<file path="src/sv/mted_pkg.sv">
// Shared constants, types and codes of the Manchester edge-timing decoder.
package mted_pkg;

  localparam int unsigned TimeWidth   = 32;
  localparam int unsigned BitsPerWord = 8;
  localparam int unsigned DataWidth   = 8;
  localparam int unsigned CfgWidth    = 32;
  localparam int unsigned BitCntW     = (BitsPerWord > 1) ? $clog2(BitsPerWord) : 1;

  localparam logic [CfgWidth-1:0] ShortMinReset = CfgWidth'(10000);
  localparam logic [CfgWidth-1:0] ShortMaxReset = CfgWidth'(30000);

  typedef enum logic {
    CfgShortMin = 1'b0,
    CfgShortMax = 1'b1
  } cfg_reg_e;

  typedef enum logic [2:0] {
    PhStart  = 3'd0,
    PhStart1 = 3'd1,
    PhMid1   = 3'd2,
    PhStart0 = 3'd3,
    PhMid0   = 3'd4
  } phase_e;

  // Classification of one edge, passed from the edge timer to the decoder.
  typedef struct packed {
    logic glitch;
    logic is_short;
    logic space;
  } edge_class_t;

endpackage

</file>
<file path="src/sv/mted_timer.sv">
// Edge timer: keeps the last edge time and classifies the current interval.
module mted_timer import mted_pkg::*; (
  input  logic                 clk_i,
  input  logic                 rst_ni,
  input  logic                 step_i,
  input  logic [TimeWidth-1:0] edge_time_i,
  input  logic                 level_i,
  input  logic [CfgWidth-1:0]  short_min_i,
  input  logic [CfgWidth-1:0]  short_max_i,
  output edge_class_t          cls_o
);

  logic [TimeWidth-1:0] last_edge_q;
  logic [TimeWidth-1:0] last_edge_d;
  logic [TimeWidth-1:0] interval;

  // The subtraction wraps with the free-running timestamp.
  assign interval = edge_time_i - last_edge_q;

  always_comb begin
    cls_o.glitch   = interval < TimeWidth'(short_min_i);
    cls_o.is_short = interval < TimeWidth'(short_max_i);
    cls_o.space    = level_i;
  end

  assign last_edge_d = step_i ? edge_time_i : last_edge_q;

  always_ff @(posedge clk_i or negedge rst_ni) begin
    if (!rst_ni) begin
      last_edge_q <= '0;
    end else begin
      last_edge_q <= last_edge_d;
    end
  end

endmodule

</file>
<file path="src/sv/mted_fsm.sv">
// Manchester phase machine and bit assembler that releases completed words.
module mted_fsm import mted_pkg::*; (
  input  logic                   clk_i,
  input  logic                   rst_ni,
  input  logic                   step_i,
  input  edge_class_t            cls_i,
  output logic                   word_valid_o,
  output logic [BitsPerWord-1:0] word_o
);

  phase_e                 phase_q, phase_d;
  logic [BitsPerWord-1:0] shift_q, shift_d;
  logic [BitCntW-1:0]     cnt_q, cnt_d;
  logic                   have_bit;
  logic                   bit_val;
  logic [BitsPerWord-1:0] shifted;

  always_comb begin
    phase_d  = phase_q;
    have_bit = 1'b0;
    bit_val  = 1'b0;
    case (phase_q)
      PhStart: begin
        have_bit = 1'b1;
        bit_val  = 1'b1;
        phase_d  = PhMid1;
      end
      PhStart1: begin
        if (cls_i.is_short && cls_i.space) begin
          have_bit = 1'b1;
          bit_val  = 1'b1;
          phase_d  = PhMid1;
        end
      end
      PhMid1: begin
        if (cls_i.is_short && !cls_i.space) begin
          phase_d = PhStart1;
        end else if (!cls_i.is_short && !cls_i.space) begin
          have_bit = 1'b1;
          phase_d  = PhMid0;
        end
      end
      PhStart0: begin
        if (cls_i.is_short && !cls_i.space) begin
          have_bit = 1'b1;
          phase_d  = PhMid0;
        end
      end
      PhMid0: begin
        if (cls_i.is_short && cls_i.space) begin
          phase_d = PhStart0;
        end else if (!cls_i.is_short && cls_i.space) begin
          have_bit = 1'b1;
          bit_val  = 1'b1;
          phase_d  = PhMid1;
        end
      end
      default: begin
        phase_d = PhStart;
      end
    endcase

    if (BitsPerWord > 1) begin
      shifted = {shift_q[BitsPerWord-2:0], bit_val};
    end else begin
      shifted = BitsPerWord'(bit_val);
    end

    word_valid_o = 1'b0;
    word_o       = shifted;
    shift_d      = shift_q;
    cnt_d        = cnt_q;
    if (!step_i || cls_i.glitch) begin
      // A glitch or an idle cycle leaves the decoder untouched.
      phase_d = phase_q;
    end else if (have_bit) begin
      if (cnt_q == BitCntW'(BitsPerWord - 1)) begin
        word_valid_o = 1'b1;
        shift_d      = '0;
        cnt_d        = '0;
      end else begin
        shift_d = shifted;
        cnt_d   = cnt_q + BitCntW'(1);
      end
    end
  end

  always_ff @(posedge clk_i or negedge rst_ni) begin
    if (!rst_ni) begin
      phase_q <= PhStart;
      shift_q <= '0;
      cnt_q   <= '0;
    end else begin
      phase_q <= phase_d;
      shift_q <= shift_d;
      cnt_q   <= cnt_d;
    end
  end

  a_word_clears: assert property (@(posedge clk_i) disable iff (!rst_ni)
    word_valid_o |=> (cnt_q == '0) && (shift_q == '0))
    else $error("bit assembler not cleared after a completed word");

  a_glitch_holds: assert property (@(posedge clk_i) disable iff (!rst_ni)
    (step_i && cls_i.glitch) |=> $stable(phase_q) && $stable(cnt_q))
    else $error("glitch edge changed the decoder state");

  a_count_bound: assert property (@(posedge clk_i) disable iff (!rst_ni)
    cnt_q <= BitCntW'(BitsPerWord - 1))
    else $error("bit count beyond word length");

endmodule

</file>
<file path="src/sv/manchester_edge_timing_decoder_unit.sv">
// Top level of the Manchester edge-timing decoder: staging, config and result register.
//
//   channel  | handshake                 | payload
//   ---------+---------------------------+-------------------------------------
//   input    | in_valid_i / in_ready_o   | edge_time_us_i[31:0], line_level_i
//   output   | out_valid_o / out_ready_i | data_byte_o[7:0]
//   config   | cfg_we_i (no wait)        | cfg_idx_i, cfg_wdata_i[31:0]
//
// An edge is taken into a staging register and decoded from there once the result
// register is free, where the interval compare and the phase machine update run in
// one pass; a completed byte is then written into the result register.
// One edge per cycle is sustained; the staging register stalls only while a byte
// waits in the result register and the result channel is not ready.
// Reset clears the last edge time, the decoder phase and the bit assembler and
// loads the default thresholds; no clearing pass is needed.
module manchester_edge_timing_decoder_unit import mted_pkg::*; (
  input  logic                 clk_i,
  input  logic                 rst_ni,
  input  logic                 in_valid_i,
  output logic                 in_ready_o,
  input  logic [TimeWidth-1:0] edge_time_us_i,
  input  logic                 line_level_i,
  output logic                 out_valid_o,
  input  logic                 out_ready_i,
  output logic [DataWidth-1:0] data_byte_o,
  input  logic                 cfg_we_i,
  input  cfg_reg_e             cfg_idx_i,
  input  logic [CfgWidth-1:0]  cfg_wdata_i
);

  logic                   stg_valid_q, stg_valid_d;
  logic [TimeWidth-1:0]   stg_time_q;
  logic                   stg_level_q;
  logic [CfgWidth-1:0]    short_min_q, short_max_q;
  logic                   out_valid_q, out_valid_d;
  logic [DataWidth-1:0]   data_q;
  logic                   out_free;
  logic                   proc;
  logic                   in_fire;
  edge_class_t            cls;
  logic                   word_valid;
  logic [BitsPerWord-1:0] word;

  assign out_free   = !out_valid_q || out_ready_i;
  assign proc       = stg_valid_q && out_free;
  assign in_ready_o = !stg_valid_q || out_free;
  assign in_fire    = in_valid_i && in_ready_o;

  mted_timer u_timer (
    .clk_i,
    .rst_ni,
    .step_i      (proc),
    .edge_time_i (stg_time_q),
    .level_i     (stg_level_q),
    .short_min_i (short_min_q),
    .short_max_i (short_max_q),
    .cls_o       (cls)
  );

  mted_fsm u_fsm (
    .clk_i,
    .rst_ni,
    .step_i       (proc),
    .cls_i        (cls),
    .word_valid_o (word_valid),
    .word_o       (word)
  );

  always_comb begin
    stg_valid_d = stg_valid_q;
    if (in_fire) begin
      stg_valid_d = 1'b1;
    end else if (proc) begin
      stg_valid_d = 1'b0;
    end
    out_valid_d = out_valid_q;
    if (proc && word_valid) begin
      out_valid_d = 1'b1;
    end else if (out_ready_i) begin
      out_valid_d = 1'b0;
    end
  end

  always_ff @(posedge clk_i or negedge rst_ni) begin
    if (!rst_ni) begin
      stg_valid_q <= 1'b0;
      out_valid_q <= 1'b0;
      short_min_q <= ShortMinReset;
      short_max_q <= ShortMaxReset;
    end else begin
      stg_valid_q <= stg_valid_d;
      out_valid_q <= out_valid_d;
      if (cfg_we_i) begin
        case (cfg_idx_i)
          CfgShortMin: short_min_q <= cfg_wdata_i;
          CfgShortMax: short_max_q <= cfg_wdata_i;
          default: ;
        endcase
      end
    end
  end

  always_ff @(posedge clk_i) begin
    if (in_fire) begin
      stg_time_q  <= edge_time_us_i;
      stg_level_q <= line_level_i;
    end
    if (proc && word_valid) begin
      data_q <= DataWidth'(word);
    end
  end

  assign out_valid_o = out_valid_q;
  assign data_byte_o = data_q;

  a_stall_cause: assert property (@(posedge clk_i) disable iff (!rst_ni)
    !in_ready_o |-> stg_valid_q && out_valid_q && !out_ready_i)
    else $error("input stalled without a blocked result");

  a_result_source: assert property (@(posedge clk_i) disable iff (!rst_ni)
    (!out_valid_q ##1 out_valid_q) |-> $past(proc && word_valid))
    else $error("result appeared without a completed word");

  a_no_overwrite: assert property (@(posedge clk_i) disable iff (!rst_ni)
    (proc && word_valid) |-> out_free)
    else $error("completed word would overwrite a pending result");

endmodule

</file>
<file path="config.mk">
export PLATFORM = sky130hd
export DESIGN_NAME = manchester_edge_timing_decoder_unit
export DESIGN_NICKNAME = d
export VERILOG_FILES = /design/src/sv/mted_pkg.sv /design/src/sv/mted_timer.sv /design/src/sv/mted_fsm.sv /design/src/sv/manchester_edge_timing_decoder_unit.sv
export SDC_FILE = /design/constraint.sdc
export NUM_CORES = 1
export LEC_CHECK = 0
export ABC_AREA = 1
export BUFFER_PORTS_ARGS = -buffer_cell sky130_fd_sc_hd__buf_2
export CAP_MARGIN = 30
export CORE_MARGIN = 2
export CORE_UTILIZATION = 45
export CTS_CLUSTER_SIZE = 14
export DETAILED_ROUTE_END_ITERATION = 6
export PLACE_DENSITY = 0.74
export SYNTH_ARGS = -nofsm -noshare
export SYNTH_HDL_FRONTEND = slang
export SYNTH_HIERARCHICAL = 1
export SYNTH_SLANG_ARGS = --single-unit
</file>
<file path="constraint.sdc">
create_clock -name clk_i -period 7.05 [get_ports clk_i]
set_input_delay 0.3525 -clock clk_i [delete_from_list [all_inputs] [get_ports clk_i]]
set_output_delay 0.3525 -clock clk_i [all_outputs]
set_load 0.005 [all_outputs]
</file>
==> run_results.csv, run 1 <==
group,metric,value,unit
synthesis,ys_ff_latch,152,
min_path,hp-start,"edge_time_us_i[19]",
synthesis,syn_area_per_cell,7.484,µm²
cells_and_area,drive_gt1_frac,0.1259,
placed_design,hpwl,17.07,mm
die,start_util,0.4572,
pwr,power.total,3122,µW
clock_network,post_cts_buffers,0,
clock_network,cts_resized,0,
critical_path,crit_path_end_kind,"register",
critical_path,rr_startpoint,"stg_time_q[0]$_DFFE_PP_",
grt,grt_pass1_wl,38.30,mm
clock_network,clock_latency,440,ps
routing,via_per_inst,4.921,
grt,grtUsageTotal,0.2018,
run,drv_cap,0,
routing,drtIter0Drc,506,
placed_design,placed_cell_area,10530,µm²
critical_path,crit_fanout,11,
sta,hold_violations,0,
grt,first_global_vias,7925,
cells_and_area,final_cell_mix,"456 x nand2_1, 235 x inv_1, 102 x nand3_1, 99 x dfrtp_1, 95 x ha_1",
clock_network,htree_levels,4,
sta,fin_crit_sh,0.6751,
min_path,hold_class,"primary input to register",
synthesis,seq_area_frac_synth,0.4046,
placed_design,place_congestion,0.9013,
cells_and_area,diodes,0,
critical_path,crit_type,"register to register",
clock_network,cts_tree,"built",
critical_path,worstPathRequired,7110,ps
sta,setup_tns,0,ps
cells_and_area,design_area,11120,µm²
clock_network,cts.sinks,152,
sta,setup_violations,0,
routing,wirelength,22.76,mm
grt,antenna_found_initial,0,
critical_path,worstPathArrival,4820,ps
sta,worst_slew_pin_slew,818.2,ps
sta,min_period,4760,ps
die,die_y,152.7,µm
die,core,21760,µm²
routing,dr.pass1.iters,5,
pwr,power.leakage,0.006180,µW
sta,finClkSkew,14.33,ps
cells_and_area,fill_cells,2167,
die,fp-row-count,54,
critical_path,cp-startpoint,"stg_time_q[0]$_DFFE_PP_",
grt,grt_max_degree,67,
clock_network,cts_buffer_depth,2,
sta,fmax,210.1,MHz
grt,overflow,0,
sta,rsz0062_at_grt,"no",
cells_and_area,nets,1568,
pwr,ir_drop,0.1308,mV
cells_and_area,area_growth,11.81,%
clock_network,cts_root_buf,"clkbuf_16",
routing,ant_nets,0,
die,die_w,152.7,µm
synthesis,synth_nets,1496,
clock_network,cts_buffers,17,
pwr,powerDensity,280.7,nW/µm²
cells_and_area,layout_commonest_cell,"nand2_1",
sta,slew_viol_final,0,
routing,vias,8337,
placed_design,port_buffers,80,
synthesis,syn_inst,1329,
run_status,run_status,"finished clean",
synthesis,yosysWarnings,6,
routing,wl_per_cell,13.44,µm
critical_path,start_kind,"register",
synthesis,synth_area,9946,µm²
sta,maxSlewHeadroom,0.4545,
synthesis,synth.distinct_cells,37,
die,die-area,23310,µm²
clock_network,clk_pin_slew_worst_paths,70,ps
routing,drc,0,
die,ios,81,
kinds of logic after synthesis:
group                    count (synthesis)  synth area share
multiplexers                             1          0.001132
buffers and inverters                  271            0.1111
AND/OR/NAND/NOR                        687            0.2921
AO/OA/AOI/OAI                          106           0.05548
adder cells (fa/ha/maj)                 96            0.1215
XOR/XNOR                                16           0.01409
flip-flops                             152            0.4046
critical path, stage by stage (launching register included):
cell	delay [ps]
edfxtp_1	360
inv_1	80
ha_1	140
inv_1	90
fa_1	460
nand3_1	140
nand3_2	80
nand2_1	80
nand2_2	90
nand2_1	90
nand2_2	80
nand2_1	80
nand2_1	50
nand2_1	50
nand2_1	100
ha_1	290
nand2_1	50
nor2_1	150
nand4_1	130
nor2_1	120
a21oi_1	100
nor2_1	610
nand2_4	260
nor2_2	130
inv_1	50
nor2_1	510
cells in the mapped netlist (all sizes together):
library cell,number,area (µm²)
nand2,484,1897
inv,238,893.4
nand3,107,560.5
dfrtp,99,2477
ha,95,1189
nor2,80,340.3
a21oi,55,279.0
o21ai,44,220.2
edfxtp,41,1231
buf,25,177.7
xor2,15,131.4
dfstp,12,315.3
nand4,9,56.30
clkbuf,8,33.79
o21a,4,30.03
and2,3,18.77
nor3,3,25.02
a21o,1,7.510
fa,1,20.02
mux2,1,11.26
nand3b,1,7.510
o211ai,1,7.510
o21bai,1,7.510
xnor2,1,8.760
layer usage:
metal	track usage	part of all wire	up-vias
li1	-	-	4282
met1	0.2892	0.49	3852
met2	0.3139	0.44	177
met3	0.03953	0.047	26
met4	0.05423	0.016	0
met5	0	0	-
report_power, final:
part           internal (µW)  switching (µW)
clock                    503             407
combinational            398             708
sequential              1030            73.1
final cells by class:
type / instances / area, µm² / area share
multi-input cells: 906 / 4817 / 0.4332
repair buffers: 86 / 450.4 / 0.04050
flip-flops and latches: 152 / 4024 / 0.3618
well taps: 280 / 350.3 / 0.03150
clock inverters: 14 / 156.4 / 0.01406
inverters: 238 / 893.4 / 0.08033
clock buffers: 18 / 429.2 / 0.03859
sequential cells by signal, indices dropped and copies added, names as in the netlist:
register and count:
out_valid_o 1, u_fsm/shift_q 7, stg_valid_q 1, short_max_q 32, short_min_q 32, u_fsm/cnt_q 3, data_byte_o 8, u_fsm/phase_q 3
stg_time_q 32, u_timer/last_edge_q 32, stg_level_q 1
metrics by stage:
stage	util	instances	hold slack, ps	setup slack (ps)
after global routing	0.5112	1694	73.33	1858
after floorplan	-	1329	56.91	3073
after detailed placement	0.4838	1661	412.5	2307
after global placement	0.4838	1661	401.1	2421
final	0.5112	1694	91.45	2290
after CTS	0.5112	1694	74.40	2282
repair_timing:
| item | in CTS | in global routing |
|---|---|---|
| endpoints found under the setup margin | 0 | 0 |
| hold endpoints to repair | 44 | 0 |
| hold buffers | 1 | 0 |
path summary, 6_finish.rpt:
kind                            slack [ps]  cells past startpoint                                   to
worst max-delay path                  2290                     25             data_byte_o[7]$_DFFE_PP_
worst min-delay path                    90                      1             stg_time_q[19]$_DFFE_PP_
worst max register to register        2290                     25             data_byte_o[7]$_DFFE_PP_
worst min register to register         460                      2          short_max_q[10]$_DFFE_PN1P_
max in group asynchronous             5340                      3  u_timer/last_edge_q[13]$_DFFE_PN0P_
min in group asynchronous              450                      2           short_max_q[3]$_DFFE_PN0P_
No activity file was read; power rests on OpenSTA's default activity.
==> run 2, diff against run 1 <==
Clock period 7.05 ns to 4.7 ns, I/O delays scaled along.
==> run 2 against run 1 <==
Effect of this change:
- critical path depth up 8
- largest cell class unchanged
- via count is 1.2% higher
- first-iteration DRC count shrank 0.20%
==> run_results.csv, run 2 (synthesized netlist as in run 1, its figures left out) <==
group,metric,value,unit
run_status,run_status,"finished clean",
clock_network,clock_latency,440,ps
placed_design,pre_cts_ws,337.9,ps
die,core,21760,µm²
routing,drc,0,
sta,fin_ws,522.7,ps
critical_path,critical-path-slowest-cell,"fa_1",
die,start_util,0.4572,
cells_and_area,area_growth,15.68,%
cells_and_area,final_core_util,0.5288,
cells_and_area,final_cell_mix,"456 x nand2_1, 235 x inv_1, 102 x nand3_1, 99 x dfrtp_1, 95 x ha_1",
cells_and_area,layout_commonest_cell,"nand2_1",
die,die_w,152.7,µm
grt,grt_pass1_wl,38.45,mm
cells_and_area,nets,1605,
sta,fin_crit_sh,0.8888,
routing,via_per_inst,4.876,
placed_design,port_buffers,80,
sta,maxSlewHeadroom,0.5185,
routing,dr.pass1.iters,6,
sta,setup_violations,0,
sta,slew_viol_final,0,
die,die-area,23310,µm²
clock_network,clk_pin_slew_worst_paths,70,ps
grt,overflow,0,
critical_path,rr_startpoint,"stg_time_q[0]$_DFFE_PP_",
placed_design,hpwl,16.94,mm
die,fp-row-count,54,
clock_network,cts_root_buf,"clkbuf_16",
critical_path,worstPathRequired,4840,ps
clock_network,cts_buffers,17,
routing,wirelength,22.90,mm
routing,wl_per_cell,13.23,µm
routing,vias,8441,
critical_path,crit_fanout,11,
critical_path,worstPathArrival,4320,ps
grt,grtUsageTotal,0.2033,
critical_path,crit_type,"register to register",
die,die_y,152.7,µm
min_path,hold_class,"primary input to register",
pwr,ir_drop,0.1939,mV
critical_path,r2r_setup_slack,520,ps
critical_path,slowest_delay,460,ps
placed_design,place_congestion,0.8939,
critical_path,start_kind,"register",
clock_network,htree_levels,4,
pwr,power.leakage,0.006344,µW
routing,drtIter0Drc,505,
clock_network,cts.sinks,152,
sta,setup_tns,0,ps
critical_path,crit_top_cell,"nand2_1",
clock_network,cts_buffer_depth,2,
sta,hold_violations,0,
critical_path,timing.rr.end,"data_byte_o[3]$_DFFE_PP_",
sta,fmax,239.4,MHz
die,ios,81,
critical_path,crit_path_end,"data_byte_o[3]$_DFFE_PP_",
min_path,hp-start,"cfg_wdata_i[5]",
sta,finClkSkew,13.72,ps
grt,grt_max_degree,67,
grt,antenna_found_initial,2,
sta,worst_slew_pin_slew,719.6,ps
clock_network,cts_tree,"built",
critical_path,worst-r2r-cell-count,33,
sta,rsz0062_at_grt,"no",
critical_path,cp-startpoint,"stg_time_q[0]$_DFFE_PP_",
routing,ant_nets,0,
pwr,powerDensity,409.5,nW/µm²
grt,first_global_vias,8204,
run,drv_cap,0,
cells_and_area,diodes,0,
cells_and_area,drive_gt1_frac,0.1261,
critical_path,crit_path_end_kind,"register",
sta,min_period,4177,ps
clock_network,post_cts_buffers,0,
## run 2: changes by cell type in the layout (fill, tap and decap cells not counted), sizes merged
cell         previous run  this run
clkinvlp                0         1
clkbuf                 18        17
dlygate4sd3             1        35
buf                    85        88
## run 2: timing repair
item | CTS | global route
hold buffers | 35 | 0
setup endpoints to repair | 0 | 8
hold endpoints to repair | 57 | 0
gates resized for setup | 0 | 1
## run 2: metrics by stage
| stage | instance area [µm²] | hold slack [ps] | total power [µW] | instances |
|---|---|---|---|---|
| after CTS | 11500 | 0.7254 | 4736 | 1731 |
| after detailed placement | 10570 | 162.5 | 3314 | 1664 |
| after global placement | 10540 | 413.0 | 3261 | 1663 |
| after floorplan | 9946 | -60.59 | 2904 | 1329 |
| after global routing | 11500 | 16.57 | 5079 | 1731 |
| final | 11500 | 24.95 | 4711 | 1731 |
## run 2: worst min path at each step
stage	end	slack (ps)	cells past startpoint
after floorplan	out_valid_o$_DFFE_PN0P_	-60	0
after global placement	stg_time_q[25]$_DFFE_PP_	410	1
after detailed placement	short_min_q[2]$_DFFE_PN0P_	160	1
after CTS	short_max_q[5]$_DFFE_PN1P_	0.7	3
after global routing	short_min_q[9]$_DFFE_PN1P_	20	3
final	short_max_q[5]$_DFFE_PN1P_	20	3
## run 2: cell type report
class / count / area (µm²)
Multi-Input combinational cell: 906 / 4821
Sequential cell: 152 / 4024
Clock buffer: 17 / 425.4
Timing Repair Buffer: 123 / 833.3
Inverter: 238 / 893.4
Fill cell: 2099 / 10250
Clock inverter: 15 / 157.7
Tap cell: 280 / 350.3
## run 2: power by group
group | total (µW) | switching, µW | leakage (µW) | internal (µW)
registers | 1660 | 113 | 0.00175 | 1550
clock network | 1370 | 618 | 0.000288 | 751
logic | 1680 | 1060 | 0.00431 | 622
total | 4710 | 1790 | 0.00634 | 2920
## run 2: metal layers
layer	routed length [µm]	vias up	global-route usage
met1	11210	3841	0.2824
met2	10120	201	0.3148
met5	24	-	0
met4	512	4	0.08025
li1	-	4356	-
met3	1026	39	0.03868
## run 2: critical path, delay by kind of cell, from the launching register on
kind	cells	cell delay, ps
fa+ha+maj	3	900
buf+inv	6	490
flops	1	360
compound gates	1	210
simple gates	23	1920
